### config.mk
export PLATFORM = sky130hd
export DESIGN_NAME = cab_queue
export DESIGN_NICKNAME = d
export VERILOG_FILES = /design/src/hdl/cab_queue.sv
export SDC_FILE = /design/constraint.sdc
export NUM_CORES = 1
export LEC_CHECK = 0
export ABC_AREA = 1
export BUFFER_PORTS_ARGS = -buffer_cell sky130_fd_sc_hd__buf_4
export CAP_MARGIN = 20
export CORE_MARGIN = 3
export CORE_UTILIZATION = 50
export CTS_BUF_LIST = sky130_fd_sc_hd__clkbuf_4 sky130_fd_sc_hd__clkbuf_8
export DETAILED_ROUTE_END_ITERATION = 10
export GPL_TIMING_DRIVEN = 0
export PLACE_DENSITY_LB_ADDON = 0.08
export SYNTH_ARGS = -nofsm -noshare
export SYNTH_HDL_FRONTEND = slang
export SYNTH_SLANG_ARGS = --single-unit
export TNS_END_PERCENT = 30
### constraint.sdc
create_clock -name clk -period 5.15 [get_ports clk]
set_clock_uncertainty 0.05 [all_clocks]
set_input_delay 0.2575 -clock clk [delete_from_list [all_inputs] [get_ports clk]]
set_output_delay 0.2575 -clock clk [all_outputs]
set_load 0.01 [all_outputs]
### src/hdl/cab_queue.sv
// cab_queue: short register fifo that decouples the front and back parts.
// No dependencies.
`timescale 1ns / 1ps

module cab_queue #(
	parameter int WIDTH = 32,
	parameter int DEPTH = 4
) (
	input  logic             clk,
	input  logic             arst_n,
	input  logic             push,
	input  logic [WIDTH-1:0] push_data,
	input  logic             pop,
	output logic [WIDTH-1:0] head_data,
	output logic             full,
	output logic             empty
);

	localparam int PTR_W = (DEPTH > 1) ? $clog2(DEPTH) : 1;
	localparam int CNT_W = $clog2(DEPTH + 1);
	localparam logic [PTR_W-1:0] LAST_PTR = PTR_W'(DEPTH - 1);
	localparam logic [CNT_W-1:0] FULL_CNT = CNT_W'(DEPTH);

	logic [WIDTH-1:0] slot_q [DEPTH];
	logic [PTR_W-1:0] wr_ptr_q;
	logic [PTR_W-1:0] rd_ptr_q;
	logic [CNT_W-1:0] count_q;
	logic             do_push;
	logic             do_pop;

	assign full    = (count_q == FULL_CNT);
	assign empty   = (count_q == '0);
	assign do_push = push && !full;
	assign do_pop  = pop && !empty;

	assign head_data = slot_q[rd_ptr_q];

	// pointers and fill count
	always_ff @(posedge clk or negedge arst_n) begin
		if (!arst_n) begin
			wr_ptr_q <= '0;
			rd_ptr_q <= '0;
			count_q  <= '0;
		end else begin
			if (do_push) begin
				wr_ptr_q <= (wr_ptr_q == LAST_PTR) ? '0 : wr_ptr_q + PTR_W'(1);
			end
			if (do_pop) begin
				rd_ptr_q <= (rd_ptr_q == LAST_PTR) ? '0 : rd_ptr_q + PTR_W'(1);
			end
			if (do_push && !do_pop) begin
				count_q <= count_q + CNT_W'(1);
			end else if (do_pop && !do_push) begin
				count_q <= count_q - CNT_W'(1);
			end
		end
	end

	// entry storage
	always_ff @(posedge clk) begin
		if (do_push) begin
			slot_q[wr_ptr_q] <= push_data;
		end
	end

endmodule

; ---- Word level (Yosys, flattened, before mapping)
; Memories as Yosys holds them, arrays and structs flattened.
; Cells that the tools add are included.
; Widths: inputs -> output; s select.
[totals]
ram_bits = 128
elab_cells = 27
input_bits = 36
memories = 1
regBits = 7
out_inout_bits = 34
[classes]
n_eq_ne = 3
n_reduce_logical = 10
mux = 6
n_addsub = 4
[mem_list]
columns = memory, depth, width, rd, rd_clocked_by_memory_dff, write_ports, line_no
row1 = slot_q, 4, 32, 1, 0, 1, 24  ; logic [WIDTH-1:0] slot_q [DEPTH];
[op_table]
columns = operator, n
row1 = $mux 3, 2
row2 = $add 2x1->2 const B, 2
row3 = $eq 2x2->1 const B, 2
row4 = $logic_and 1x1->1, 4
row5 = $logic_not 1->1, 4
row6 = $mux 2, 2
row7 = $add 3x1->3 const B, 1
row8 = $eq 3x3->1 const B, 1
row9 = $logic_not 3->1, 1
row10 = $sub 3x1->3 const B, 1
row11 = $mux 1, 2
row12 = $reduce_bool 2->1, 1

; ---- Depth between registers and ports, before layout
[logic_depth]
depth_word = 7
ltp_mapped = 12
ltp_nobuf = 12

; ---- Worst setup path after synthesis
; Ideal clock, no wire load.
[synth_path]
path_kind = flip-flop to flip-flop
startpoint = register count_q[0]
endpoint = memory slot_q[0][0] (enable)
synth_period_minus_slack_ns = 2.552
slack_ns = 2.598
stages_incl_launch_ff = 5
setup_time_ns = 0.421
t_required_ns = 4.679
path_buffers = 0
arrival_ns = 2.081
cell_sequence = dfrtp_1 -> inv_1 -> nand3_1 -> nand2_1 -> nor2_1
[synth_via]
elab_chain_cells = 5
[synth_lines]
columns = item, line_no
row1 = start: declaration, 27  ; logic [CNT_W-1:0] count_q;
row2 = start signal: assignment, 52  ; count_q <= count_q + CNT_W'(1);
row3 = start signal: assignment, 54  ; count_q <= count_q - CNT_W'(1);
row4 = $eq 3x3->1, 31  ; assign full = (count_q == FULL_CNT);
row5 = $logic_not 1->1, 33  ; assign do_push = push && !full;
row6 = $logic_and 1x1->1, 33
row7 = $mux 1, 61  ; if (do_push) begin
row8 = $mux 1 (not written as such), 62  ; slot_q[wr_ptr_q] <= push_data;
row9 = end: declaration, 24
; No other way between the ends.

; ---- Final worst setup path
[layout_path]
startpoint = register count_q[1]
endpoint = register count_q[1]
[layout_via]
elab_chain_cells = 6
word_cells_on_any_way = 15
classes_between = 2 x add/sub / 1 x eq/ne / 2 x mux / 10 x reduce/logical
[layout_lines]
columns = item, line_no
row1 = $eq 3x3->1 *, 31
row2 = $logic_not 1->1 *, 33
row3 = $logic_and 1x1->1 *, 33
row4 = net do_push, 28  ; logic do_push;
row5 = $logic_not 1->1, 53  ; end else if (do_pop && !do_push) begin
row6 = $logic_and 1x1->1, 53
row7 = $reduce_bool 2->1 (no source line), -
; Mark *: on every way through the listed nets, which the timed path passes. The rest lies on a longest branch. The select of a mux whose other input is x is not followed.
; A chain may end at the register's enable or synchronous reset.

==> metrics.md <==
| Metric | Value |
|---|---|
| Status | `finished clean` |
| Slowest stage delay, CP | `0.42 ns` |
| Crit path kind | `register to register` |
| Worst R2R Setup Slack | `2.96 ns` |
| Cell family with most CP delay | `adder cells` |
| Detailed-route wire length | `11.5 mm` |
| Core box area | `0.0105 mm²` |
| Postcts setup bufs | `0` |
| Clock Pin Slew Worst Setup and Hold Paths | `0.07 ns` |
| Pint | `0.00243 W` |
| Final nets | `602` |
| Die X-Extent | `111 µm` |
| Cells after synthesis | `434` |
| CP Data Required Time | `5.42 ns` |
| Sw frac | `35.7%` |
| Total power | `0.00377 W` |
| Syn-to-layout area delta | `27.1%` |
| RSZ-0062 raised after global routing | `false` |
| H-Tree Depth | `4` |
| Crit path cell chain | `inv_1, nand3_1, nand2_1, inv_1, ha_1, inv_1, fa_1, nand2_1, o21ai_0` |
| Worst min path class | `input port to register` |
| DR vias | `3560` |
| CTS sink cnt | `135` |
| CP max stage cell | `fa_1` |
| TritonCTS clock tree | `yes` |
| I/O Buffers | `69` |
| Util after Layout | `66.5%` |
| Setup TNS | `0 ns` |
| Fin. Hold Viols | `0` |
| DR DRC count | `0` |
| Worst rel slew slack | `61.0%` |
| Net Sw Power | `0.00135 W` |
| WP data arrival | `2.46 ns` |
| Sequential area share after synthesis | `73.1%` |
| GPL Wtd Cong | `0.680` |
| Clock latency at the later pin of the worst-skew pair | `0.43 ns` |
| Post-synth ARST share | `5.19%` |
| Initial antenna violation count | `0` |
| Via density | `5.03` |
| Worst reg2reg path depth | `9` |
| CTS Root Cell | `clkbuf_8` |
| First-pass GRT wire length | `18.3 mm` |
| Most common cell in the synthesized netlist | `edfxtp_1` |
| Floorplan row count | `37` |
| Layout cells sized above 1 | `22.2%` |
| RR Endpoint | `count_q[1]` |
| Initial DRC count | `183` |
| Yosys top cell by area | `edfxtp_1` |
| Vias in the first global route | `3594` |
| Yosys warnings | `0` |
| Sequential power share | `40.0%` |
| Hpwl dp | `7.10 mm` |
| Final Setup Violations | `0` |
| DRT Pass-1 Iters | `4` |
| Distinct cell type count after synthesis | `16` |
| Post-Syn Nets | `477` |
| Clock tree buffer depth | `2` |
| Final worst path period need | `2.19 ns` |
| WP buf/inv | `3` |
| Syn_area_per_cell | `12.7 µm²` |
| Max-slew violation count | `0` |
| WHS Endpoint | `wr_ptr_q[1]` |
| Num CTS Buffers | `17` |
| Slew @ Worst Pin | `0.583 ns` |
| Startpoint types | `register` |
| Max Cap Viol | `0` |
| Reg-to-reg critical path startpoint | `count_q[1]` |
| Peak Freq | `0.456 GHz` |
| Wire per inst | `16.2 µm` |
| Final ANT Viol Nets | `0` |
| Period utilisation layout | `42.5%` |
| PD cells | `540 mW/mm²` |
| Hold Path Origin | `push` |
| Mapped cell area | `0.00549 mm²` |
| Logic pwr share | `39.2%` |
| Die ar. | `0.0123 mm²` |
| GRT overflow | `0` |
| Global Route Usage Sum | `19.6%` |
| Yosys reg bits | `135` |
| Initial core utilization | `52.3%` |
| Critical-path maximum fanout | `7` |
| Clk pwr share | `20.8%` |
| Diodes inserted | `0` |
| Leak pwr | `2.86 nW` |
| Max VDD drop | `0.243 mV` |
| Die H | `111 µm` |
| Main synth FF type | `edfxtp_1` |
| Hold Path Stages | `3` |
| Most frequent CP cell | `inv_1` |
| Boundary pin count | `70` |
| EDFF count, synth | `128` |
| Synth area leaders | `edfxtp_1 (70%), o211ai_1 (8.7%), nand2_1 (7.6%)` |
| Worst setup EP type | `register` |
| Fin Hold WS | `0.0255 ns` |
| Synth top area share | `70.0%` |
| Post-synth top cells | `edfxtp_1 (128), nand2_1 (111), inv_1 (79)` |
| Largest net degree at the start of global routing | `27` |
[placed cells by master, fill, tap and decap left out]
| cell type | instances |
|---|---|
| buf_12 | 3 |
| buf_16 | 1 |
| buf_2 | 18 |
| buf_4 | 70 |
| bufinv_16 | 1 |
| clkbuf_1 | 2 |
| clkbuf_4 | 2 |
| clkbuf_8 | 17 |
| clkinv_1 | 2 |
| clkinv_2 | 3 |
| clkinvlp_4 | 6 |
| dfrtp_1 | 7 |
| dlygate4sd3_1 | 33 |
| edfxtp_1 | 128 |
| fa_1 | 1 |
| ha_1 | 6 |
| inv_1 | 79 |
| inv_2 | 1 |
| inv_6 | 1 |
| nand2_1 | 111 |
| nand3_1 | 7 |
| nand4_1 | 1 |
| nor2_1 | 2 |
| nor2_4 | 4 |
| o211ai_1 | 64 |
| o21ai_0 | 1 |
| xnor2_1 | 1 |
[through the flow]
step                      setup WS (ns)  cell area, µm²  instances
after floorplan                    2.60            5490        434
after CTS                          2.96            6990        708
after detailed placement           2.96            6300        643
after global routing               2.81            6990        708
final                              2.96            6990        708
after global placement             1.38            6180        639
[area by class of cell]
| cell class | count | area [µm²] |
|---|---|---|
| Buffer | 21 | 105 |
| Clock buffer | 19 | 249 |
| Clock inverter | 13 | 106 |
| Fill cell | 802 | 3520 |
| Inverter | 80 | 300 |
| Multi-Input combinational cell | 198 | 1100 |
| Sequential cell | 135 | 4020 |
| Tap cell | 136 | 170 |
| Timing Repair Buffer | 106 | 936 |
[routing by layer]
metal / GRT usage [%] / vias up / part of all wire [%]
met5: 0 / - / 0
met4: 6.81 / 0 / 1.6
li1: - / 1742 / -
met1: 24.9 / 1701 / 43
met2: 32.4 / 100 / 50
met3: 5.46 / 17 / 5.2
[registers in the layout (all words and copies together) (netlist names)]
| name | flops |
|---|---|
| wr_ptr_q | 2 |
| count_q | 3 |
| rd_ptr_q | 2 |
| slot_q | 128 |
[tightest hold or removal path, cell delays in order]
cell,delay (ns)
buf_4,0.09
nand3_1,0.07
nand2_1,0.06
[how the worst max path moves through the flow]
stage	startpoint	end	slack [ns]	cells past startpoint
2_1_floorplan	count_q[0]	slot_q[0][0]	2.60	4
6_report	count_q[1]	count_q[1]	2.96	9
5_1_grt	count_q[1]	count_q[1]	2.81	9
3_5_place_dp	count_q[0]	count_q[1]	2.96	9
4_1_cts	count_q[1]	count_q[1]	2.96	9
3_3_place_gp	count_q[0]	slot_q[1][16]	1.38	4
[power by group through the flow]
| stage | clock network (W) | logic [W] | registers, W |
|---|---|---|---|
| after floorplan | 0 | 0.000814 | 0.00153 |
| after global placement | 0 | 0.00140 | 0.00154 |
| after detailed placement | 0 | 0.00149 | 0.00153 |
| after CTS | 0.000799 | 0.00151 | 0.00151 |
| after global routing | 0.000848 | 0.00164 | 0.00153 |
| final | 0.000783 | 0.00148 | 0.00151 |
[logic make-up after synthesis]
| kind of cell | after synthesis | synth area share, % |
|---|---|---|
| flip-flops | 135 | 73.1 |
| AND/OR/NAND/NOR | 125 | 8.75 |
| buffers and inverters | 101 | 7.38 |
| AO/OA/AOI/OAI | 65 | 8.84 |
| adder cells (fa/ha/maj) | 7 | 1.73 |
| XOR/XNOR | 1 | 0.159 |
[repair_timing]
| item | in CTS | in global routing |
|---|---|---|
| hold buffers | 33 | 0 |
| gates resized for setup | 0 | 0 |
| hold endpoints to repair | 135 | 0 |
| endpoints found under the setup margin | 0 | 0 |
(Power assumes the default switching activity.)
