===== src/hdl/cab_pkg.sv =====
// cab_pkg: shared types, codes, reset values and blend arithmetic for the
// clipped alpha blitter. No dependencies; compiled first.
`timescale 1ns / 1ps

package cab_pkg;

	// default frame size limits
	localparam int MAX_WIDTH_DEF  = 64;
	localparam int MAX_HEIGHT_DEF = 32;

	// short queue between front and back
	localparam int QUEUE_DEPTH = 4;

	// configuration port
	localparam int CFG_IDX_W  = 3;
	localparam int CFG_DATA_W = 8;

	localparam logic [CFG_IDX_W-1:0] REG_PARENT_WIDTH  = 3'd0;
	localparam logic [CFG_IDX_W-1:0] REG_PARENT_HEIGHT = 3'd1;
	localparam logic [CFG_IDX_W-1:0] REG_CHILD_LEFT    = 3'd2;
	localparam logic [CFG_IDX_W-1:0] REG_CHILD_TOP     = 3'd3;
	localparam logic [CFG_IDX_W-1:0] REG_CHILD_COLUMNS = 3'd4;
	localparam logic [CFG_IDX_W-1:0] REG_CHILD_ROWS    = 3'd5;

	// register reset values
	localparam logic [6:0] RST_PARENT_WIDTH  = 7'd64;
	localparam logic [5:0] RST_PARENT_HEIGHT = 6'd32;
	localparam logic [7:0] RST_CHILD_LEFT    = 8'd0;
	localparam logic [7:0] RST_CHILD_TOP     = 8'd0;
	localparam logic [7:0] RST_CHILD_COLUMNS = 8'd64;
	localparam logic [7:0] RST_CHILD_ROWS    = 8'd32;

	// input item kinds
	localparam logic [1:0] KIND_LOAD    = 2'd0;
	localparam logic [1:0] KIND_BLEND   = 2'd1;
	localparam logic [1:0] KIND_READ    = 2'd2;
	localparam logic [1:0] KIND_RESTART = 2'd3;

	// operation handed from front to back
	typedef enum logic [1:0] {
		OP_NONE,
		OP_LOAD,
		OP_READ,
		OP_BLEND
	} op_t;

	typedef struct packed {
		op_t  op;
		logic done;
	} ctl_t;

	// frame word layout: red in the low byte, alpha in the high byte
	typedef struct packed {
		logic [7:0] alpha;
		logic [7:0] blue;
		logic [7:0] green;
		logic [7:0] red;
	} pixel_t;

	// floor((c*a + p*(255-a)) / 255), division by 255 done as add and shift
	function automatic logic [7:0] mix_channel(input logic [7:0] c, input logic [7:0] p,
		input logic [7:0] a);
		logic [7:0]  inv_a;
		logic [15:0] prod_c;
		logic [15:0] prod_p;
		logic [16:0] sum;
		logic [16:0] q;
		inv_a  = 8'd255 - a;
		prod_c = c * a;
		prod_p = p * inv_a;
		sum    = {1'b0, prod_c} + {1'b0, prod_p};
		q      = sum + {8'd0, sum[16:8]} + 17'd1;
		return q[15:8];
	endfunction

	function automatic pixel_t blend_pixel(input pixel_t child, input pixel_t parent);
		pixel_t res;
		res.red   = mix_channel(child.red,   parent.red,   child.alpha);
		res.green = mix_channel(child.green, parent.green, child.alpha);
		res.blue  = mix_channel(child.blue,  parent.blue,  child.alpha);
		res.alpha = (child.alpha > parent.alpha) ? child.alpha : parent.alpha;
		return res;
	endfunction

endpackage


===== src/hdl/cab_if.sv =====
// cab_if: valid/ready channel interfaces for commands and responses of the
// clipped alpha blitter. No dependencies.
`timescale 1ns / 1ps

interface cab_cmd_if;
	logic        valid;
	logic        ready;
	logic [1:0]  kind;
	logic [10:0] pixel_index;
	logic [7:0]  red_in;
	logic [7:0]  green_in;
	logic [7:0]  blue_in;
	logic [7:0]  alpha_in;

	modport source(output valid, kind, pixel_index, red_in, green_in, blue_in, alpha_in,
		input ready);
	modport sink(input valid, kind, pixel_index, red_in, green_in, blue_in, alpha_in,
		output ready);
endinterface



===== src/hdl/cab_front.sv =====
// cab_front: accepts command transfers, holds configuration and child
// position counters, clips and addresses each item. Depends on cab_pkg, cab_if.
`timescale 1ns / 1ps

module cab_front #(
	parameter int MAX_WIDTH  = cab_pkg::MAX_WIDTH_DEF,
	parameter int MAX_HEIGHT = cab_pkg::MAX_HEIGHT_DEF,
	parameter int ADDR_W     = (MAX_WIDTH * MAX_HEIGHT > 1) ?
		$clog2(MAX_WIDTH * MAX_HEIGHT) : 1
) (
	input  logic                             clk,
	input  logic                             arst_n,
	cab_cmd_if.sink                          cmd,
	input  logic                             cfg_wr_en,
	input  logic [cab_pkg::CFG_IDX_W-1:0]    cfg_index,
	input  logic [cab_pkg::CFG_DATA_W-1:0]   cfg_data,
	input  logic                             full,
	output logic                             push,
	output cab_pkg::ctl_t                    push_ctl,
	output logic [ADDR_W-1:0]                push_addr,
	output cab_pkg::pixel_t                  push_pix
);

	import cab_pkg::*;

	localparam int FRAME_WORDS = MAX_WIDTH * MAX_HEIGHT;
	localparam int W_CAP       = (MAX_WIDTH < 127) ? MAX_WIDTH : 127;
	localparam int H_CAP       = (MAX_HEIGHT < 63) ? MAX_HEIGHT : 63;
	localparam logic [16:0] FRAME_LIM = 17'(FRAME_WORDS);

	logic [6:0] parent_width_q;
	logic [5:0] parent_height_q;
	logic [7:0] child_left_q;
	logic [7:0] child_top_q;
	logic [7:0] child_columns_q;
	logic [7:0] child_rows_q;
	logic [7:0] col_q;
	logic [7:0] row_q;

	logic [6:0]  w;
	logic [5:0]  h;
	logic [9:0]  px;
	logic [9:0]  py;
	logic        x_in;
	logic        y_in;
	logic [12:0] prod;
	logic [13:0] idx;
	logic [8:0]  col_inc;
	logic [8:0]  row_inc;
	logic        col_wrap;
	logic        row_wrap;
	logic        addr_ok;

	// configuration registers
	always_ff @(posedge clk or negedge arst_n) begin
		if (!arst_n) begin
			parent_width_q  <= RST_PARENT_WIDTH;
			parent_height_q <= RST_PARENT_HEIGHT;
			child_left_q    <= RST_CHILD_LEFT;
			child_top_q     <= RST_CHILD_TOP;
			child_columns_q <= RST_CHILD_COLUMNS;
			child_rows_q    <= RST_CHILD_ROWS;
		end else if (cfg_wr_en) begin
			case (cfg_index)
				REG_PARENT_WIDTH:  parent_width_q  <= cfg_data[6:0];
				REG_PARENT_HEIGHT: parent_height_q <= cfg_data[5:0];
				REG_CHILD_LEFT:    child_left_q    <= cfg_data;
				REG_CHILD_TOP:     child_top_q     <= cfg_data;
				REG_CHILD_COLUMNS: child_columns_q <= cfg_data;
				REG_CHILD_ROWS:    child_rows_q    <= cfg_data;
				default: begin
				end
			endcase
		end
	end

	// saturated parent size and child pixel position
	always_comb begin
		w    = (parent_width_q > 7'(W_CAP)) ? 7'(W_CAP) : parent_width_q;
		h    = (parent_height_q > 6'(H_CAP)) ? 6'(H_CAP) : parent_height_q;
		px   = {{2{child_left_q[7]}}, child_left_q} + {2'b00, col_q};
		py   = {{2{child_top_q[7]}}, child_top_q} + {2'b00, row_q};
		x_in = !px[9] && (px[8:0] < {2'b00, w});
		y_in = !py[9] && (py[8:0] < {3'b000, h});
		prod = py[5:0] * w;
		idx  = {1'b0, prod} + {7'd0, px[6:0]};
	end

	// raster counter wrap
	always_comb begin
		col_inc  = {1'b0, col_q} + 9'd1;
		row_inc  = {1'b0, row_q} + 9'd1;
		col_wrap = (col_inc >= {1'b0, child_columns_q});
		row_wrap = (row_inc >= {1'b0, child_rows_q});
	end

	assign addr_ok   = ({6'd0, cmd.pixel_index} < FRAME_LIM);
	assign cmd.ready = !full;
	assign push      = cmd.valid && !full;

	// classify the item for the back part
	always_comb begin
		push_ctl.op    = OP_NONE;
		push_ctl.done  = 1'b0;
		push_addr      = ADDR_W'(cmd.pixel_index);
		push_pix.red   = cmd.red_in;
		push_pix.green = cmd.green_in;
		push_pix.blue  = cmd.blue_in;
		push_pix.alpha = cmd.alpha_in;
		case (cmd.kind)
			KIND_LOAD: begin
				if (addr_ok) begin
					push_ctl.op = OP_LOAD;
				end
			end
			KIND_READ: begin
				if (addr_ok) begin
					push_ctl.op = OP_READ;
				end
			end
			KIND_BLEND: begin
				push_ctl.done = col_wrap && row_wrap;
				push_addr     = ADDR_W'(idx);
				if (x_in && y_in) begin
					push_ctl.op = OP_BLEND;
				end
			end
			default: begin
			end
		endcase
	end

	// child position counters
	always_ff @(posedge clk or negedge arst_n) begin
		if (!arst_n) begin
			col_q <= '0;
			row_q <= '0;
		end else if (push) begin
			if (cmd.kind == KIND_RESTART) begin
				col_q <= '0;
				row_q <= '0;
			end else if (cmd.kind == KIND_BLEND) begin
				if (col_wrap) begin
					col_q <= '0;
					row_q <= row_wrap ? '0 : row_inc[7:0];
				end else begin
					col_q <= col_inc[7:0];
				end
			end
		end
	end

endmodule


===== src/flat_wrapper.sv =====
// flat-port wrapper written by rule: the top's interface ports become plain ports
module cab_front_flat import cab_pkg::*;
#(
	parameter int MAX_WIDTH  = cab_pkg::MAX_WIDTH_DEF,
	parameter int MAX_HEIGHT = cab_pkg::MAX_HEIGHT_DEF,
	parameter int ADDR_W     = (MAX_WIDTH * MAX_HEIGHT > 1) ?
		$clog2(MAX_WIDTH * MAX_HEIGHT) : 1
)
  (clk, arst_n, cfg_wr_en, cfg_index, cfg_data, full, push, push_ctl, push_addr, push_pix, cmd_valid, cmd_kind, cmd_pixel_index, cmd_red_in, cmd_green_in, cmd_blue_in, cmd_alpha_in, cmd_ready);
  cab_cmd_if cmd_i ();
  input  logic clk;
  input  logic arst_n;
  input  logic cfg_wr_en;
  input  logic [cab_pkg::CFG_IDX_W-1:0] cfg_index;
  input  logic [cab_pkg::CFG_DATA_W-1:0] cfg_data;
  input  logic full;
  output logic push;
  output cab_pkg::ctl_t push_ctl;
  output logic [ADDR_W-1:0] push_addr;
  output cab_pkg::pixel_t push_pix;
  input wire logic [$bits(cmd_i.valid)-1:0] cmd_valid;
  input wire logic [$bits(cmd_i.kind)-1:0] cmd_kind;
  input wire logic [$bits(cmd_i.pixel_index)-1:0] cmd_pixel_index;
  input wire logic [$bits(cmd_i.red_in)-1:0] cmd_red_in;
  input wire logic [$bits(cmd_i.green_in)-1:0] cmd_green_in;
  input wire logic [$bits(cmd_i.blue_in)-1:0] cmd_blue_in;
  input wire logic [$bits(cmd_i.alpha_in)-1:0] cmd_alpha_in;
  output wire logic [$bits(cmd_i.ready)-1:0] cmd_ready;
  assign cmd_i.valid = cmd_valid;
  assign cmd_i.kind = cmd_kind;
  assign cmd_i.pixel_index = cmd_pixel_index;
  assign cmd_i.red_in = cmd_red_in;
  assign cmd_i.green_in = cmd_green_in;
  assign cmd_i.blue_in = cmd_blue_in;
  assign cmd_i.alpha_in = cmd_alpha_in;
  assign cmd_ready = cmd_i.ready;
  cab_front #(.MAX_WIDTH(MAX_WIDTH), .MAX_HEIGHT(MAX_HEIGHT), .ADDR_W(ADDR_W)) u_core (.clk(clk), .arst_n(arst_n), .cmd(cmd_i), .cfg_wr_en(cfg_wr_en), .cfg_index(cfg_index), .cfg_data(cfg_data), .full(full), .push(push), .push_ctl(push_ctl), .push_addr(push_addr), .push_pix(push_pix));
endmodule

===== config.mk =====
export PLATFORM = sky130hd
export DESIGN_NAME = cab_front_flat
export DESIGN_NICKNAME = d
export VERILOG_FILES = /design/src/hdl/cab_pkg.sv /design/src/hdl/cab_if.sv /design/src/hdl/cab_front.sv /design/src/flat_wrapper.sv
export SDC_FILE = /design/constraint.sdc
export NUM_CORES = 1
export LEC_CHECK = 0
export BUFFER_PORTS_ARGS = -buffer_cell sky130_fd_sc_hd__buf_2
export CORE_ASPECT_RATIO = 0.5
export CORE_MARGIN = 8
export CORE_UTILIZATION = 52
export CTS_CLUSTER_DIAMETER = 40
export DETAILED_ROUTE_END_ITERATION = 8
export PLACE_DENSITY = 0.86
export SLEW_MARGIN = 20
export SYNTH_ARGS = -nofsm -noshare
export SYNTH_HDL_FRONTEND = slang
export SYNTH_SLANG_ARGS = --single-unit

===== constraint.sdc =====
create_clock -name clk -period 5.4 [get_ports clk]
set_clock_uncertainty 0.15 [all_clocks]
set_input_delay 0.27 -clock clk [delete_from_list [all_inputs] [get_ports clk]]
set_output_delay 0.27 -clock clk [all_outputs]
set_load 0.005 [all_outputs]

Word-level counts from Yosys, hierarchy flattened --
Cells that the tools add are included.
Storage, ports and cells: word-level logic and storage cells 61, flip-flop bits (word level) 61, output and inout bits 48, bits of input ports 61
Operators by class: add/sub/neg operators 5, $mul 1, $lt $le $gt $ge 6, muxes and demuxes 13, reductions and logical operators 20, eq/ne operators 8
Operators by type and width (number):
- $mux 8 | 7
- $add 8x9->10 | 2
- $add 8x1->9 const B | 2
- $ge 9x8->1 | 2
- $reduce_and 2->1 | 7
- $add 11x7->11 | 1
- $mul 6x7->11 | 1
- $mux 11 | 1
- $lt 9x6->1 | 1
- $lt 9x7->1 | 1
- $gt 7x7->1 const B | 1
- $mux 7 | 1
- $eq 3x2->1 const B | 2
- $eq 3x3->1 const B | 2
- $gt 6x6->1 const B | 1
- $mux 6 | 1
- $pmux 2 s3 | 1
- $logic_and 1x1->1 | 5
- $eq 2x2->1 const B | 2
- $reduce_bool 2->1 | 2
- $eq 3x1->1 const B | 1
- $logic_not 1->1 | 3
- $logic_not 3->1 | 1
- $reduce_and 3->1 | 1
- other kinds (4) | 4

Longest topological paths before layout --
depth in word-level cells 7, depth in mapped cells 22, depth with buffers taken out 22

Least setup slack after synthesis --
Ideal clock, no wire load.
path kind register to output, from reg u_core.row_q[3], to out push_addr[10], buffers on the path 0, required time 4.980 ns, slack -0.298 ns, stages on the path, launching flop included 21, arrival time 5.278 ns, cell sequence dfrtp_1 > ha_1 > a21o_1 > a221oi_4 > xor2_2 > nor2_1 > fa_1 > inv_1 > fa_1 > inv_1 > fa_1 > inv_1 > fa_1 > inv_1 > ha_1 > nor2_1 > or4b_1 > a31o_1 > a21oi_2 > xor2_1 > o21ai_1
On the way: longest elaborated chain between the ends 4
RTL lines:
- start, declared | line cab_front.sv:38 | logic [7:0] row_q;
- start signal, assigned | line cab_front.sv:145 | row_q <= row_wrap ? '0 : row_inc[7:0];
- $add 8x9->10 | line cab_front.sv:82 | py = {{2{child_top_q[7]}}, child_top_q} + {2'b00, row_q};
- $mul 6x7->11 | line cab_front.sv:85 | prod = py[5:0] * w;
- $add 11x7->11 | line cab_front.sv:86 | idx = {1'b0, prod} + {7'd0, px[6:0]};
- $mux 11 | line cab_front.sv:110 | case (cmd.kind)
- end, declared | line flat_wrapper.sv:19 | output logic [ADDR_W-1:0] push_addr;
Every way passes these cells.

Final worst setup path --
from reg u_core.row_q[0], to out push_addr[10]
The elaborated chain is that of the path after synthesis.

==> metrics <==
final RePlAce weighted congestion 0.8852; via count 4,933; WL final 15,850 um; clock-pin slew on the worst setup and hold paths 0.06 ns; commonest non-fill, non-tap cell in the layout inv_1; Final ANT Viol Nets 0; Post-synth ARST share 100.0%; port bufs 44; run status finished with violations; endpoints failing hold 0; count of different cell masters after synthesis between 50 and 60; slew margin rel. 31.37%; Area contributors post-synth dfrtp_1 24%, ha_1 15%, fa_1 8.9%; peak supply drop 0.0004227 V; Horiz. Die Dim 165.7 um; die area roughly 0.015 mm^2; worst-margin pin slew 1.030 ns; number of rows in the core area 27; nets roughly 850; Starting Density 53.21%; Synth Instances approximately 620; GRT Overall Usage approximately a fifth; Max Slew Vio Count 0; DRC viols 0; initial antenna violation count 0; number of global-route vias before repair 5,088; vias per cell 5.852; CTS Buffer Depth 2; core area between 0.01 and 0.015 mm^2; RSZ-0062 raised after global routing true; first-pass GRT wire length 24,910 um; Routed wire per std cell 18.81 um; fraction of layout cells with a size suffix above 1 30.23%; drt pass-1 iters 5; failing checks negative setup slack; Placed Area 0.006284 mm^2; crit path kind flop to output port; filler cell count 808; Synthesized Nets around 780; H-tree depth 3; Die H 90.84 um; post-DP HPWL 10,780 um; Synth top area share 24.49%; CTS Buf Count 9; CTS tree done; Synth Flop Type dfrtp_1; # setup viols final 6; setup slack after layout -0.6191 ns; GRT overflow 0; number of synthesized register bits between 60 and 70; fin util 63.63%; CP arrival approximately 5.6 ns; Ports 109; most frequent cells in the layout 63 x inv_1, 61 x ha_1, 56 x dfrtp_1; sequential fraction of the synthesis area 26.29%; min-delay worst type input pin to flop; Leak between 3 and 4 nW; CP startpoint kind flop; crit-path max FO 2; clock root cell clkbuf_16; pre-CTS setup slack -0.2286 ns; clock tree sinks 61; cells on worst reg2reg path 10; critical path data required time 4.98 ns; post-route setup TNS -2.110 ns; area grow syn2layout 19.57%; number of DRC markers in iteration 0 360; Synth area leader dfrtp_1; n_diodes 0; P per Cell Area roughly 630 mW/mm^2; Post-Syn Area 0.005824 mm^2; Tcrit/Tclk final 111.5%; min Tclk post-route around 6.0 ns; Worst-Skew Late Latency 0.33 ns; reported max-cap violation count 0; Setup crit end kind output port; Synth warnings 0; Post-synth EDFFs 0; Syn Area/Cell 9.334 um^2; final instance area ~0.007 mm^2; Max Freq 166.1 MHz; pin count of the biggest net entering global routing 62; Hold Crit Depth 3
==> registers in the layout (all words and copies together), names as in the netlist <==
name                    cells
u_core.child_columns_q      8
u_core.col_q                8
u_core.child_left_q         8
u_core.parent_width_q       7
u_core.parent_height_q      6
u_core.child_top_q          8
u_core.row_q                8
u_core.child_rows_q         8
==> logic make-up (layout without fill, tap and decap cells) <==
| kind of cell | after synthesis | in the layout | share of synthesized area (%) |
|---|---|---|---|
| flip-flops | 61 | 61 | 26.29 |
| adder cells (fa/ha/maj) | 97 | 97 | 24.19 |
| AND/OR/NAND/NOR | 159 | 159 | 13.28 |
| buffers and inverters | 113 | 187 | 9.345 |
| AO/OA/AOI/OAI | 127 | 127 | 15.02 |
| XOR/XNOR | 28 | 28 | 4.339 |
| multiplexers | 39 | 39 | 7.540 |
==> routing by layer <==
layer	up-vias	global-route usage, %	wire, um
met5	-	0	0
met4	0	10.88	723
met3	84	4.561	1059
met2	193	34.96	7808
met1	2378	22.31	6263
li1	2278	-	-
==> path summary, 6_finish.rpt <==
path | slack [ns] | end | from
max in group asynchronous | 4.04 | u_core.row_q[2] | arst_n
worst min-delay path | 0.11 | u_core.child_columns_q[7] | cfg_data[7]
worst max register to register | 1.98 | u_core.row_q[1] | u_core.col_q[0]
min in group asynchronous | 0.49 | u_core.child_columns_q[5] | arst_n
worst min register to register | 0.35 | u_core.parent_width_q[1] | u_core.parent_width_q[1]
worst max-delay path | -0.62 | push_addr[10] | u_core.row_q[0]
==> repair_timing <==
item,4_1_cts,5_1_grt
setup buffers,8,12
hold buffers,1,0
endpoints found under the setup margin,4,7
endpoints found under the hold margin,57,0
resized for setup,16,45
pin swaps,22,31
==> worst max-delay path, cell delays in order, from the launching register on <==
cell	delay (ns)
dfrtp_1	0.40
ha_4	0.18
inv_4	0.04
fa_2	0.40
nor2b_4	0.16
o31a_1	0.21
a21o_1	0.19
nor2_2	0.06
fa_1	0.53
inv_1	0.05
fa_1	0.49
inv_2	0.04
fa_1	0.49
inv_1	0.05
fa_1	0.49
inv_2	0.05
ha_4	0.16
nor2_4	0.08
or4b_4	0.47
a31o_1	0.21
a21oi_2	0.13
xor2_1	0.16
o21ai_1	0.07
buf_2	0.16
==> power by group <==
| group | total [mW] | internal [mW] | switching, mW |
|---|---|---|---|
| clock | 0.585 | 0.382 | 0.203 |
| sequential | 0.643 | 0.556 | 0.0874 |
| combinational | 3.18 | 1.62 | 1.56 |
==> cells in the mapped netlist (6+ instances only) <==
| cell | n |
|---|---|
| inv_1 | 73 |
| ha_1 | 71 |
| dfrtp_1 | 57 |
| nand2_1 | 48 |
| nor2_1 | 44 |
| mux2_2 | 39 |
| o21ai_0 | 37 |
| buf_4 | 32 |
| fa_1 | 26 |
| a21oi_1 | 22 |
| xnor2_1 | 17 |
| nand3_1 | 13 |
| a21o_1 | 12 |
| a32o_1 | 10 |
| nand2b_1 | 10 |
| nor2b_1 | 10 |
| xor2_1 | 10 |
| clkbuf_1 | 8 |
| nor3_1 | 8 |
| a211oi_1 | 6 |
==> cell type report <==
cell class | count | area (um^2) | share of cell area (%)
Inverter | 73 | 284.0 | 4.078
Clock inverter | 3 | 43.79 | 0.6288
Clock buffer | 13 | 260.3 | 3.737
Sequential cell | 61 | 1533 | 22.01
Tap cell | 145 | 181.4 | 2.605
Multi-Input combinational cell | 450 | 3993 | 57.33
Timing Repair Buffer | 98 | 669.4 | 9.612
==> per-stage QoR <==
step	cells	hold WS, ns	power, mW
3_5_place_dp	809	0.3233	2.919
2_1_floorplan	624	-0.1756	2.225
4_1_cts	834	0.1037	3.702
6_report	843	0.1102	4.404
3_3_place_gp	809	0.3147	2.810
5_1_grt	843	0.1226	4.760
Note: power is estimated with default switching activity, not from simulation.
